===== src/sv/vdlp_pkg.sv =====
// ----------------------------------------------------------------------------
// vdlp_pkg
// Beat types, opcodes and the delta scaler of the vector display-list
// processor.
// ----------------------------------------------------------------------------
package vdlp_pkg;

  // Command codes
  localparam logic CMD_START = 1'b0;
  localparam logic CMD_EXEC  = 1'b1;

  // Opcodes above the long-vector range (0 to 9 are VCTR with local scale)
  localparam logic [3:0] OP_LABS = 4'd10;
  localparam logic [3:0] OP_HALT = 4'd11;
  localparam logic [3:0] OP_JSRL = 4'd12;
  localparam logic [3:0] OP_RTSL = 4'd13;
  localparam logic [3:0] OP_JMPL = 4'd14;
  localparam logic [3:0] OP_SVEC = 4'd15;

  // Combined scale at which a magnitude passes unshifted
  localparam logic [3:0] SCALE_UNITY = 4'd9;
  // Short-vector scale offset
  localparam logic [3:0] SVEC_SCALE_BIAS = 4'd10;
  // Global scale after reset
  localparam logic [3:0] GSCALE_RESET = 4'hF;

  typedef struct packed {
    logic        command;
    logic [11:0] start_address;
    logic [15:0] word_first;
    logic [15:0] word_second;
  } in_beat_t;

  typedef struct packed {
    logic [11:0] next_address;
    logic        beam_on;
    logic [15:0] from_x;
    logic [15:0] from_y;
    logic [15:0] to_x;
    logic [15:0] to_y;
    logic [3:0]  intensity;
    logic        halted;
    logic        stack_fault;
  } out_beat_t;

  // Shift a sign-magnitude delta by the combined scale, then apply the sign.
  function automatic logic [15:0] scaled_delta(input logic [9:0] mag, input logic neg,
                                               input logic [3:0] scale);
    logic [15:0] m;
    if (scale >= SCALE_UNITY) begin
      m = {6'b0, mag} << (scale - SCALE_UNITY);
    end else begin
      m = {6'b0, mag} >> (SCALE_UNITY - scale);
    end
    if (neg) begin
      m = 16'(16'd0 - m);
    end
    return m;
  endfunction

endpackage


===== src/sv/vector_display_list_processor.sv =====
// ----------------------------------------------------------------------------
// vector_display_list_processor
// Executes one vector display-list instruction per beat and reports the next
// fetch address and the traced segment.
// ----------------------------------------------------------------------------
// Usage:
//   in_*  : one beat per instruction. command = start loads the counter from
//           start_address and sets the running flag; command = execute runs
//           the two words fetched at the counter (second word used by VCTR
//           and LABS only). Execute beats that arrive while halted are ignored.
//   out_* : exactly one result beat per input beat, in order: next fetch
//           address, beam before and after, intensity, halted and stack fault.
// Pipeline: each beat passes the input register, then the result register,
//   where out_valid rises. Throughput: 1 beat per cycle while out_ready is
//   high; the decode, shift and 16-bit add lie between the input register and
//   the result register.
// Reset (rst_n low, synchronous): both stages empty, beam at the origin,
//   global scale 15, counter and stack pointer zero, processor halted.
// Stall: while out_ready is low the result register holds its beat, the
//   input register keeps one more instruction and in_ready drops until the
//   result is taken.
// ----------------------------------------------------------------------------
module vector_display_list_processor #(
  parameter int STACK_DEPTH  = 4,
  parameter int ADDRESS_BITS = 12
) (
  input  logic                clk,
  input  logic                rst_n,
  input  logic                in_valid,
  output logic                in_ready,
  input  vdlp_pkg::in_beat_t  in_data,
  output logic                out_valid,
  input  logic                out_ready,
  output vdlp_pkg::out_beat_t out_data
);

  localparam int SPW = $clog2(STACK_DEPTH + 1);
  localparam int SIW = (STACK_DEPTH > 1) ? $clog2(STACK_DEPTH) : 1;

  // Pipeline registers
  logic                s1_valid_r;
  vdlp_pkg::in_beat_t  s1_item_r;
  logic                out_valid_r;
  vdlp_pkg::out_beat_t out_data_r;

  // Architectural state
  logic [15:0]             beam_x_r, beam_x_nxt;
  logic [15:0]             beam_y_r, beam_y_nxt;
  logic [3:0]              gscale_r, gscale_nxt;
  logic [ADDRESS_BITS-1:0] pc_r, pc_nxt;
  logic [SPW-1:0]          sp_r, sp_nxt;
  logic                    running_r, running_nxt;
  logic [ADDRESS_BITS-1:0] stack_r [STACK_DEPTH];

  logic                commit;
  logic                push_en;
  logic [3:0]          bright;
  logic                fault;
  vdlp_pkg::out_beat_t result;

  // Decode helpers
  logic [15:0]             w1, w2;
  logic [3:0]              op;
  logic                    is_svec;
  logic [1:0]              svec_ss;
  logic [3:0]              scale;
  logic [9:0]              mag_x, mag_y;
  logic                    neg_x;
  logic [15:0]             dx, dy;
  logic [ADDRESS_BITS-1:0] pc_inc1, pc_inc2;
  logic [15:0]             start_ext, target_ext, pc_ext;
  logic [ADDRESS_BITS-1:0] load_pc, target_pc;
  logic [SPW-1:0]          sp_dec;
  logic [ADDRESS_BITS-1:0] stack_top;

  // Advance the instruction when the result register is free or draining
  assign commit   = s1_valid_r && (!out_valid_r || out_ready);
  assign in_ready = !s1_valid_r || commit;

  assign out_valid = out_valid_r;
  assign out_data  = out_data_r;

  assign w1      = s1_item_r.word_first;
  assign w2      = s1_item_r.word_second;
  assign op      = w1[15:12];
  assign is_svec = (op == vdlp_pkg::OP_SVEC);
  assign svec_ss = {w1[3], w1[11]};

  // One shared scaler pair serves both long and short vectors
  assign scale = is_svec ? 4'(gscale_r + {2'b00, svec_ss} + vdlp_pkg::SVEC_SCALE_BIAS)
                         : 4'(gscale_r + op);
  assign mag_y = is_svec ? {8'b0, w1[9:8]} : w1[9:0];
  assign mag_x = is_svec ? {8'b0, w1[1:0]} : w2[9:0];
  assign neg_x = is_svec ? w1[2] : w2[10];
  assign dy    = vdlp_pkg::scaled_delta(mag_y, w1[10], scale);
  assign dx    = vdlp_pkg::scaled_delta(mag_x, neg_x, scale);

  // Addresses wrap within ADDRESS_BITS
  assign pc_inc1    = pc_r + ADDRESS_BITS'(1);
  assign pc_inc2    = pc_r + ADDRESS_BITS'(2);
  assign start_ext  = {4'b0, s1_item_r.start_address};
  assign target_ext = {4'b0, w1[11:0]};
  assign load_pc    = start_ext[ADDRESS_BITS-1:0];
  assign target_pc  = target_ext[ADDRESS_BITS-1:0];

  assign sp_dec    = sp_r - SPW'(1);
  assign stack_top = stack_r[sp_dec[SIW-1:0]];

  always_comb begin
    beam_x_nxt  = beam_x_r;
    beam_y_nxt  = beam_y_r;
    gscale_nxt  = gscale_r;
    pc_nxt      = pc_r;
    sp_nxt      = sp_r;
    running_nxt = running_r;
    push_en     = 1'b0;
    bright      = 4'd0;
    fault       = 1'b0;
    if (s1_item_r.command == vdlp_pkg::CMD_START) begin
      pc_nxt      = load_pc;
      running_nxt = 1'b1;
    end else if (running_r) begin
      unique case (op)
        vdlp_pkg::OP_LABS: begin
          beam_y_nxt = {6'b0, w1[9:0]};
          beam_x_nxt = {6'b0, w2[9:0]};
          gscale_nxt = w2[15:12];
          pc_nxt     = pc_inc2;
        end
        vdlp_pkg::OP_HALT: begin
          running_nxt = 1'b0;
          pc_nxt      = pc_inc1;
        end
        vdlp_pkg::OP_JSRL: begin
          if (sp_r < SPW'(STACK_DEPTH)) begin
            push_en = 1'b1;
            sp_nxt  = sp_r + SPW'(1);
            pc_nxt  = target_pc;
          end else begin
            fault  = 1'b1;
            pc_nxt = pc_inc1;
          end
        end
        vdlp_pkg::OP_RTSL: begin
          if (sp_r != '0) begin
            sp_nxt = sp_dec;
            pc_nxt = stack_top;
          end else begin
            fault  = 1'b1;
            pc_nxt = pc_inc1;
          end
        end
        vdlp_pkg::OP_JMPL: begin
          pc_nxt = target_pc;
        end
        vdlp_pkg::OP_SVEC: begin
          beam_x_nxt = beam_x_r + dx;
          beam_y_nxt = beam_y_r + dy;
          bright     = w1[7:4];
          pc_nxt     = pc_inc1;
        end
        default: begin
          // Long vector, local scale is the opcode itself
          beam_x_nxt = beam_x_r + dx;
          beam_y_nxt = beam_y_r + dy;
          bright     = w2[15:12];
          pc_nxt     = pc_inc2;
        end
      endcase
    end
  end

  assign pc_ext = 16'(pc_nxt);

  always_comb begin
    result.next_address = pc_ext[11:0];
    result.beam_on      = (bright != 4'd0);
    result.from_x       = beam_x_r;
    result.from_y       = beam_y_r;
    result.to_x         = beam_x_nxt;
    result.to_y         = beam_y_nxt;
    result.intensity    = bright;
    result.halted       = !running_nxt;
    result.stack_fault  = fault;
  end

  // Input register
  always_ff @(posedge clk) begin
    if (!rst_n) begin
      s1_valid_r <= 1'b0;
    end else if (in_ready) begin
      s1_valid_r <= in_valid;
    end
    if (in_valid && in_ready) begin
      s1_item_r <= in_data;
    end
  end

  // Result register
  always_ff @(posedge clk) begin
    if (!rst_n) begin
      out_valid_r <= 1'b0;
    end else if (commit) begin
      out_valid_r <= 1'b1;
    end else if (out_ready) begin
      out_valid_r <= 1'b0;
    end
    if (commit) begin
      out_data_r <= result;
    end
  end

  // Processor state, updated as each instruction retires
  always_ff @(posedge clk) begin
    if (!rst_n) begin
      beam_x_r  <= '0;
      beam_y_r  <= '0;
      gscale_r  <= vdlp_pkg::GSCALE_RESET;
      pc_r      <= '0;
      sp_r      <= '0;
      running_r <= 1'b0;
    end else if (commit) begin
      beam_x_r  <= beam_x_nxt;
      beam_y_r  <= beam_y_nxt;
      gscale_r  <= gscale_nxt;
      pc_r      <= pc_nxt;
      sp_r      <= sp_nxt;
      running_r <= running_nxt;
    end
  end

  // Return stack: push the return address at the stack pointer
  always_ff @(posedge clk) begin
    if (!rst_n) begin
      for (int i = 0; i < STACK_DEPTH; i++) begin
        stack_r[i] <= '0;
      end
    end else if (commit && push_en) begin
      stack_r[sp_r[SIW-1:0]] <= pc_inc1;
    end
  end

endmodule


===== config.mk =====
export PLATFORM = sky130hd
export DESIGN_NAME = vector_display_list_processor
export DESIGN_NICKNAME = d
export VERILOG_FILES = /design/src/sv/vdlp_pkg.sv /design/src/sv/vector_display_list_processor.sv
export SDC_FILE = /design/constraint.sdc
export NUM_CORES = 1
export LEC_CHECK = 0
export BUFFER_PORTS_ARGS = -buffer_cell sky130_fd_sc_hd__buf_2
export CORE_MARGIN = 3
export CORE_UTILIZATION = 40
export DETAILED_ROUTE_END_ITERATION = 8
export HOLD_SLACK_MARGIN = 0.05
export PLACE_DENSITY = 0.68
export RECOVER_POWER = 100
export SETUP_SLACK_MARGIN = 0.5
export SYNTH_ARGS = -nofsm -noshare
export SYNTH_HDL_FRONTEND = slang
export SYNTH_SLANG_ARGS = --single-unit
export TNS_END_PERCENT = 100

===== constraint.sdc =====
create_clock -name clk -period 7.5 [get_ports clk]
set_input_delay 0.375 -clock clk [delete_from_list [all_inputs] [get_ports clk]]
set_output_delay 0.375 -clock clk [all_outputs]
set_load 0.005 [all_outputs]

# Word level (Yosys, flattened, before mapping)
# Memory sizes are Yosys's and may differ from the RTL's.
# Cells that the tools add are included.
[totals] ff_bits=182 latch_bits=0 mem_bits_rw=48 romBits=0 inputBits=49 elab_cells=112 mem_count=1
[op_classes] n_addsub=13 multipliers=0 n_div=0 n_lt_le_gt_ge=2 n_eq_ne=8 n_shift=4 mux=44 bitwise_logic=0 n_reduce_logical=19
[mem_list] name="stack_r" depth=4 word_bits=12 rd=1 rd_ports_with_merged_regs=0 wr=4 line_no="vector_display_list_processor.sv:53" text="logic [ADDRESS_BITS-1:0] stack_r [STACK_DEPTH];"
[op_table] operator="16-bit 2-to-1 mux" n=8
[op_table] operator="16-bit case mux with 2 select lines" n=2
[op_table] operator="12-bit 2-to-1 mux" n=5
[op_table] operator="12-bit case mux with 4 select lines" n=1
[op_table] operator="16-bit adder" n=2
[op_table] operator="10-bit by 4-bit left shift with 16-bit output" n=2
[op_table] operator="10-bit by 4-bit right shift with 16-bit output" n=2
[op_table] operator="1-bit by 16-bit subtractor with 16-bit output (first input constant)" n=2
[op_table] operator="4-bit equality test (second input constant)" n=6
[op_table] operator="10-bit 2-to-1 mux" n=2
[op_table] operator="1-bit 2-to-1 mux" n=17
[op_table] operator="12-bit by 1-bit adder with 12-bit output (second input constant)" n=1
[op_table] operator="12-bit by 2-bit adder with 12-bit output (second input constant)" n=1
[op_table] operator="4-bit 2-to-1 mux" n=3
[op_table] operator="12-bit OR reduction" n=1
[op_table] operator="4-bit case mux with 2 select lines" n=1
[op_table] operator="3-bit 2-to-1 mux" n=2
[op_table] operator="3-bit case mux with 2 select lines" n=1
[op_table] operator="6-bit AND reduction" n=1
[op_table] operator="5-bit OR reduction" n=1
[op_table] operator="4-bit by 2-bit adder with 4-bit output" n=1
[op_table] operator="4-bit adder" n=1
[op_table] operator="4-bit adder (second input constant)" n=1
[op_table] operator="4-bit greater-or-equal comparator (second input constant)" n=1
[op_table] operator="18 further kinds" n=25

# Depth between registers and ports, before layout
# Gate-level depths: netlist of run 1.
[logic_depth] word_depth=12 mapped_depth=33 ltp_nobuf=28

# Worst setup path after synthesis of run 1
# OpenSTA, ideal clock, no wires.
[synth_timing] path_kind="register -> register" from="register s1_item_r, in the netlist w1[12]" to="register beam_x_r[15]" setup_time_ps=115 arrival_time_ps=5820 setup_slack_ps=1565 path_stages_with_launch=26 path_buffers=2 period_less_slack_ps=5935 path_cell_list="edfxtp_1 > ha_1 > fa_1 > buf_2 > mux2_4 > inv_2 > buf_6 > ha_1 > nor2b_1 > a32o_1 > nor4_2 > a221o_1 > xnor2_1 > ha_1 > a21o_1 > a211oi_1 > o21ai_0 > and3_1 > nor2b_1 > o21ai_0 > o211ai_1 > a31o_2 > a31oi_1 > xnor3_1 > a22o_2 > o21ba_1"
[synth_between] elab_chain_len=11
[synth_lines] element="start: declaration" line_no="vector_display_list_processor.sv:42" text="vdlp_pkg::in_beat_t s1_item_r;"
[synth_lines] element="start signal: assignment" line_no="vector_display_list_processor.sv:195" text="s1_item_r <= in_data;"
[synth_lines] element="4-bit adder / 4-bit equality test (equally long branches)" line_no="vector_display_list_processor.sv:91, vector_display_list_processor.sv:86, vector_display_list_processor.sv:123"
[synth_lines] element="4-bit 2-to-1 mux" line_no="vector_display_list_processor.sv:90" text="assign scale = is_svec ? 4'(gscale_r + {2'b00, svec_ss} + vdlp_pkg::SVEC_SCALE_BIAS)"
[synth_lines] element="4-bit subtractor (on tied branches)" line_no="vdlp_pkg.sv:53, vdlp_pkg.sv:51"
[synth_lines] element="10-bit by 4-bit right shift with 16-bit output / 10-bit by 4-bit left shift with 16-bit output (equally long branches)" line_no="vdlp_pkg.sv:53, vdlp_pkg.sv:51"
[synth_lines] element="16-bit 2-to-1 mux" line_no="vdlp_pkg.sv:50" text="if (scale >= SCALE_UNITY) begin"
[synth_lines] element="1-bit by 16-bit subtractor with 16-bit output" line_no="vdlp_pkg.sv:56" text="m = 16'(16'd0 - m);"
[synth_lines] element="16-bit 2-to-1 mux" line_no="vdlp_pkg.sv:55" text="if (neg) begin"
[synth_lines] element="16-bit adder" line_no="vector_display_list_processor.sv:157, vector_display_list_processor.sv:164"
[synth_lines] element="16-bit case mux with 2 select lines *" line_no="vector_display_list_processor.sv:123" text="unique case (op)"
[synth_lines] element="16-bit 2-to-1 mux *" line_no="vector_display_list_processor.sv:122" text="end else if (running_r) begin"
[synth_lines] element="16-bit 2-to-1 mux *" line_no="vector_display_list_processor.sv:119" text="if (s1_item_r.command == vdlp_pkg::CMD_START) begin"
[synth_lines] element="net beam_x_nxt[15]" line_no="vector_display_list_processor.sv:47" text="logic [15:0] beam_x_r, beam_x_nxt;"
[synth_lines] element="end signal: assignment" line_no="vector_display_list_processor.sv:223" text="beam_x_r <= beam_x_nxt;"
[synth_lines] element="end: declaration" line_no="vector_display_list_processor.sv:47"
# Mark *: on every way through the listed nets, which the timed path passes. The rest lies on a longest branch.
# A chain may end at the register's enable or synchronous reset.

# Final worst setup path of run 1
[layout_timing] from="register s1_item_r, in the netlist w1[13]" to="register out_data_r, in the netlist out_data[20] (data pin)"
[layout_between] elab_chain_len=11
[layout_lines] element="4-bit adder / 4-bit equality test (equally long branches)" line_no="vector_display_list_processor.sv:91, vector_display_list_processor.sv:86, vector_display_list_processor.sv:123"
[layout_lines] element="4-bit 2-to-1 mux" line_no="vector_display_list_processor.sv:90"
[layout_lines] element="4-bit subtractor (on tied branches)" line_no="vdlp_pkg.sv:53, vdlp_pkg.sv:51"
[layout_lines] element="10-bit by 4-bit right shift with 16-bit output / 10-bit by 4-bit left shift with 16-bit output (equally long branches)" line_no="vdlp_pkg.sv:53, vdlp_pkg.sv:51"
[layout_lines] element="16-bit 2-to-1 mux" line_no="vdlp_pkg.sv:50"
[layout_lines] element="1-bit by 16-bit subtractor with 16-bit output" line_no="vdlp_pkg.sv:56"
[layout_lines] element="16-bit 2-to-1 mux" line_no="vdlp_pkg.sv:55"
[layout_lines] element="16-bit adder" line_no="vector_display_list_processor.sv:158, vector_display_list_processor.sv:165"
[layout_lines] element="16-bit case mux with 2 select lines *" line_no="vector_display_list_processor.sv:123"
[layout_lines] element="16-bit 2-to-1 mux *" line_no="vector_display_list_processor.sv:122"
[layout_lines] element="16-bit 2-to-1 mux *" line_no="vector_display_list_processor.sv:119"
[layout_lines] element="net beam_y_nxt[14]" line_no="vector_display_list_processor.sv:48" text="logic [15:0] beam_y_r, beam_y_nxt;"
[layout_lines] element="end signal: assignment" line_no="vector_display_list_processor.sv:209" text="out_data_r <= result;"
[layout_lines] element="end: declaration" line_no="vector_display_list_processor.sv:44" text="vdlp_pkg::out_beat_t out_data_r;"
# Marked as above.

==> results.toml, run 1 <==
[timing]
drv_slew = 207
whs_ps = 77.5
timing_hold_violations_final = 0
finClkSkew_ps = 10.3
maxClockFrequency_ghz = 0.148
slew_headroom_pct = -91.9
tns_ps = 0
final-setup-viol-count = 0
worst_slew_pin_slew_ps = 2880
min_period_ps = 6760
fin_crit_sh_pct = 90.2
rsz0062_at_grt = "false"

[layout]
nets = 1743
drive_above_1_share_pct = 13.5
nFillCells = 3440
area_delta_synth_final_pct = 15.5
final_cell_mix = "180 x nand2_1, 175 x edfxtp_1, 154 x nor2_1"
final_common_cell = "nand2_1"
num_antenna_cells = 0
final_core_util_pct = 47.2

[yosys]
syn_area_per_cell_um2 = 9.78
netlist_instances = 1492
synth_edf_count = 175
yosys_register_bits = 229
synthFlopType = "edfxtp_1"
ys_seq_area_share_pct = 43.4
ys_warn_count = 0
syn-num-nets = 1594
synth_top_area_share_pct = 36.0
syn_area_mm2 = 0.0146
ys_async_sr_fraction_pct = 0
synthDistinctLibCells = 100
yosys-top-cells-area = "edfxtp_1 36%, dfxtp_1 7.4%, nand2_1 4.6%"
yosysTopAreaCell = "edfxtp_1"

[die]
die_x_um = 197
initial_core_util_pct = 40.8
design.die.area_mm2 = 0.0388
core-area_mm2 = 0.0357
pin_count = 134
die_h_um = 197
rows = 69

[routing]
vias_per_cell = 5.89
vias = 12500
dr.first_iter.drc_count = 1060
first_pass_iters = 6
wl_per_cell_um = 21.7
final_antenna_net_count = 0
wirelength_mm = 46.0
drc = 0

[setup_path]
crit_family = "compound AO/OA/AOI/OAI gates"
criticalPathCategory = "flop to flop"
crit_buf_inv = 2
startpoint = "w1[13]"
critPathMaxStageDelay_ps = 620
cp.arrival_ps = 7060
reg2reg_to = "out_data[20]"
crit_top_cell = "a21oi_1"
crit_path_end_kind = "flop"
path_cells = "fa_1, mux2_1, inv_2, ha_1, buf_4, mux2i_1, nor2_1, a32oi_1, and2_1, nand3_1, nand2_1, xnor2_1, ha_1, a21oi_1, o21bai_1, a21oi_1, o21bai_1, a21oi_1, o21ai_0, a22o_1, nor4_1, nor3_1, xor2_1, a22o_1"
reg2reg_depth = 24
critPathMaxFanout = 16
slowest_stage = "fa_1"
rr_startpoint = "w1[13]"
reg2reg_slack_ps = 740
worstPathRequired_ps = 7790
startpoint_type = "flop"

[cts]
cts_tree = "done"
insertion_delay_ps = 550
path_clk_slew_ps = 60
cts_root_buffer = "clkbuf_16"
post_cts_resized = 0
cts_buffers = 24
cts_setup_buffers = 0
clock_path_buffers = 3
cts_sinks = 229
htree_levels = 1

[outcome]
failed_checks = "capacitance limit, slew limit"
outcome = "finished with violations"

[power_and_ir_drop]
leakage_nw = 6.52
power_w = 0.00372
ir_worst_vdd_uv = 149
p_per_area_mw_per_mm2 = 220

[global_route]
grt_pass1_wl_mm = 70.5
grtUsageTotal_pct = 23.3
antenna_found_initial = 0
grt-ovfl-total = 0
grt_pass1_vias = 12100
grt_max_degree = 81

[placed_design]
gp_congestion = 0.987
dp_hpwl_mm = 33.3
io_buffers = 132

[worst_hold_path]
worstHoldPathType = "primary input to flop"
holdPathStages = 3
min_from = "in_valid"
hold_end = "s1_valid_r"

[flow_run]
cap_violations = 4
-- routing by layer --
layer,routed length [um],track usage (%)
met5,0,0
met4,2010,9.42
met3,3180,3.31
met2,22100,39.5
met1,18700,30.0
-- stage by stage --
stage,setup slack [ps],std cells,instance area (um^2)
6_report,736,2120,16900
5_1_grt,279,2120,16900
4_1_cts,1030,2120,17000
3_5_place_dp,1080,2032,15700
3_3_place_gp,1150,2032,15700
2_1_floorplan,1560,1492,14600
-- flip-flops by register name (all words and copies together), names as in the netlist --
signal	cells
pc_r	12
s1_item_r	1
s1_valid_r	1
load_pc	12
out_valid	1
beam_x_r	16
beam_y_r	16
gscale_r	4
running_r	1
out_data	83
stack_r	48
w2	15
sp_r	3
w1	16
-- synthesized netlist by cell type, types with 15 or more instances --
master    count
ha_1         49
a22oi_1      16
xnor2_1      49
inv_1        37
nor3_1       34
a21boi_0     21
mux2i_1      49
xor2_1       24
o21ai_0      76
nand3_1      47
a21oi_1      83
clkbuf_1     61
mux4_2       17
edfxtp_1    175
nor2_1      153
a31oi_1      22
dfxtp_1      54
buf_2        21
nand2_1     180
mux2_2       15
a211oi_1     15
-- kinds of logic (layout without fill, tap and decap cells) --
kind of cell	count (synthesis)	count (layout)	share of synthesized area [%]
buf+inv	145	312	4.61
xor+xnor	78	78	5.03
simple gates	518	518	16.5
fa+ha+maj	53	53	4.75
flops	229	229	43.4
mux	83	83	7.34
compound gates	386	386	18.4
-- power by group --
group / leakage [nW] / internal, W / switching (W)
sequential: 2.16 / 0.00143 / 0.0000606
combinational: 3.97 / 0.000420 / 0.000615
clock: 0.387 / 0.000687 / 0.000504
total: 6.52 / 0.00254 / 0.00118
-- worst register-to-register path, cell delays in order (launching register included) --
cell and delay, ps:
edfxtp_1 600, fa_1 620, mux2_1 550, inv_2 110, ha_1 450, buf_4 270, mux2i_1 460, nor2_1 200
a32oi_1 250, and2_1 200, nand3_1 140, nand2_1 130, xnor2_1 150, ha_1 300, a21oi_1 210, o21bai_1 100
a21oi_1 220, o21bai_1 120, a21oi_1 240, o21ai_0 190, a22o_1 230, nor4_1 220, nor3_1 150, xor2_1 160
a22o_1 220
-- layout make-up --
class / count / area (um^2) / area share (%)
clock buffers: 29 / 649 / 3.85
clock inverters: 15 / 141 / 0.839
inverters: 40 / 151 / 0.898
multi-input cells: 1118 / 7580 / 45.0
flip-flops and latches: 229 / 6340 / 37.6
well taps: 461 / 577 / 3.42
repair buffers: 228 / 1420 / 8.44
-- worst max path at each step --
stage / to / cells after the start
detailed placement: out_data[20] / 25
CTS: out_data[20] / 25
floorplan: beam_x_r[15] / 25
finish: out_data[20] / 24
global route: out_data[20] / 23
global placement: out_data[20] / 25
-- repair_timing --
item	CTS	global route
endpoints found under the setup margin	0	0
hold buffers	44	0
hold endpoints to repair	44	0
Power figures use the tool's default switching activity.
==> inputs of run 2 (changes only) <==
ABC_AREA = 1   (was unset)
CAP_MARGIN = 20   (was unset)
PLACE_DENSITY = 0.69   (was 0.68)
==> results.toml, run 2 <==
[outcome]
outcome = "finished with violations"
failed_checks = "capacitance limit, slew limit"

[cts]
cts_buffers = 25
insertion_delay_ps = 550
htree_levels = 1
clock_path_buffers = 3
cts_root_buffer = "clkbuf_16"
cts_setup_buffers = 0
post_cts_resized = 0
cts_sinks = 229
cts_tree = "done"
path_clk_slew_ps = 60

[die]
core-area_mm2 = 0.0348
die_x_um = 195
die_h_um = 195
initial_core_util_pct = 40.9
rows = 68
pin_count = 134
design.die.area_mm2 = 0.0379

[global_route]
antenna_found_initial = 1
grt_pass1_vias = 12300
grt-ovfl-total = 0
grtUsageTotal_pct = 22.3
grt_pass1_wl_mm = 68.0
grt_max_degree = 71

[routing]
drc = 0
first_pass_iters = 6
wirelength_mm = 43.6
dr.first_iter.drc_count = 1454
vias = 13100
wl_per_cell_um = 18.2
final_antenna_net_count = 0
vias_per_cell = 5.45

[yosys]
synth_edf_count = 175
synthTopCellsByCount = "406 x nand2_1, 197 x inv_1, 178 x nand3_1"
yosys_register_bits = 229
yosysTopAreaCell = "edfxtp_1"
netlist_instances = 1771
yosysMostFrequentCell = "nand2_1"
syn_area_mm2 = 0.0142
ys_seq_area_share_pct = 44.5
yosys-top-cells-area = "edfxtp_1 37%, nand2_1 11%, dfxtp_1 7.6%"
ys_warn_count = 0
synthFlopType = "edfxtp_1"
synth_top_area_share_pct = 36.9
synthDistinctLibCells = 55
syn_area_per_cell_um2 = 8.03
syn-num-nets = 1873
ys_async_sr_fraction_pct = 0

[layout]
largest_reg_flops = 83
multi_input_area_mm2 = 0.00675
final_common_cell = "nand2_1"
nets = 2027
nFillCells = 3379
area_delta_synth_final_pct = 15.2
final_cell_count_no_fill = 2398
drive_above_1_share_pct = 9.73
final_cell_mix = "406 x nand2_1, 196 x inv_1, 179 x nand3_1"
register_area_mm2 = 0.00634

[power_and_ir_drop]
p_per_area_mw_per_mm2 = 229
ir_worst_vdd_uv = 154
leakage_nw = 7.31

[timing]
tns_ps = 0
fin_crit_sh_pct = 86.2
final-setup-viol-count = 0
timing_hold_violations_final = 0
finClkSkew_ps = 12.4
maxClockFrequency_ghz = 0.155
rsz0062_at_grt = "false"
min_period_ps = 6460
slew_headroom_pct = -99.2
worst_slew_pin_slew_ps = 2990
drv_slew = 170

[setup_path]
cp.arrival_ps = 6960
startpoint_type = "flop"
reg2reg_to = "beam_x_r[15]"
criticalPathCategory = "flop to flop"
worstPathRequired_ps = 8000
crit_path_end_kind = "flop"
crit_top_cell = "nand2_1"
reg2reg_depth = 37
critPathMaxStageDelay_ps = 500
slowest_stage = "nand2_1"
critPathMaxFanout = 24
reg2reg_slack_ps = 1040
rr_startpoint = "w1[3]"

[placed_design]
gp_congestion = 0.950
dp_hpwl_mm = 31.7
io_buffers = 132
place_inst = 2308

[worst_hold_path]
hold_end = "s1_valid_r"
holdPathStages = 3
worstHoldPathType = "primary input to flop"
min_from = "in_valid"

[flow_run]
cap_violations = 4
[run 2: cell count changes in the layout (fill, tap and decap cells not counted), moves of 19 or more]
| cell | change |
|---|---|
| a21boi_0 | -20 |
| inv_1 | +159 |
| nand2_1 | +226 |
| nor3_1 | -21 |
| a31oi_1 | -19 |
| mux2i_1 | -49 |
| buf_4 | -38 |
| nand3_1 | +132 |
| xnor2_1 | -42 |
| a21oi_1 | +51 |
| o21ai_0 | +24 |
[run 2: area by class of cell]
cell class | instances | share of cell area [%]
Clock inverter | 13 | 0.886
Timing Repair Buffer | 192 | 6.88
Clock buffer | 31 | 4.14
Multi-Input combinational cell | 1272 | 41.2
Tap cell | 455 | 3.47
Antenna cell | 1 | 0.0153
Inverter | 205 | 4.72
Sequential cell | 229 | 38.7
[run 2: layer usage]
| metal | track usage (%) | vias to the layer above | part of all wire (%) |
|---|---|---|---|
| li1 | - | 6321 | - |
| met1 | 31.5 | 6044 | 44 |
| met4 | 6.54 | 0 | 2.9 |
| met5 | 0 | - | 0 |
| met3 | 4.32 | 89 | 8.9 |
| met2 | 34.9 | 615 | 44 |
[run 2: report_power, final]
part | switching (W) | leakage [nW] | internal (W)
Combinational | 0.000683 | 4.73 | 0.000340
Sequential | 0.0000536 | 2.17 | 0.00144
Clock | 0.000524 | 0.411 | 0.000718
[run 2: how the worst max path moves through the flow]
stage                    to    from  slack, ps  depth (start not counted)
2_1_floorplan  out_data[16]  w1[12]       2260                         34
3_3_place_gp   out_data[16]  w1[12]       1390                         33
3_5_place_dp   out_data[16]  w1[12]       1290                         33
4_1_cts        out_data[16]  w1[12]       1290                         33
5_1_grt        beam_x_r[13]  w1[12]        440                         31
6_report       beam_x_r[15]   w1[3]       1040                         37
[run 2: per-stage QoR]
stage                     util (%)  instance area [um^2]  hold WS (ps)  power (W)  setup WS (ps)
after detailed placement      43.8                 15300           456    0.00251           1290
after CTS                     47.5                 16500           147    0.00377           1290
after global placement        43.8                 15300           453    0.00250           1390
after global routing          47.1                 16400           156    0.00396            442
after floorplan                  -                 14200           437    0.00225           2260
final                         47.1                 16400           146    0.00376           1040
[run 2: timing repair]
item | CTS | global route
setup endpoints to repair | 0 | 1
hold buffers | 44 | 0
hold endpoints to repair | 44 | 0
[run 2: cells by family after synthesis]
logic type                 synth area share (%)
and+or+nand+nor                            26.1
muxes                                    0.0704
buffers and inverters                      7.72
adders and majority gates                  4.87
AOI/OAI and AO/OA                          14.2
xor gates and xnor gates                   2.46
DFF                                        44.5
[run 2: critical path, delay by kind of cell (launching register included)]
kind	cells	cell delay [ps]
adder cells (fa/ha/maj)	4	1200
AO/OA/AOI/OAI	5	870
AND/OR/NAND/NOR	21	2990
XOR/XNOR	1	300
flip-flops	1	460
buffers and inverters	6	560
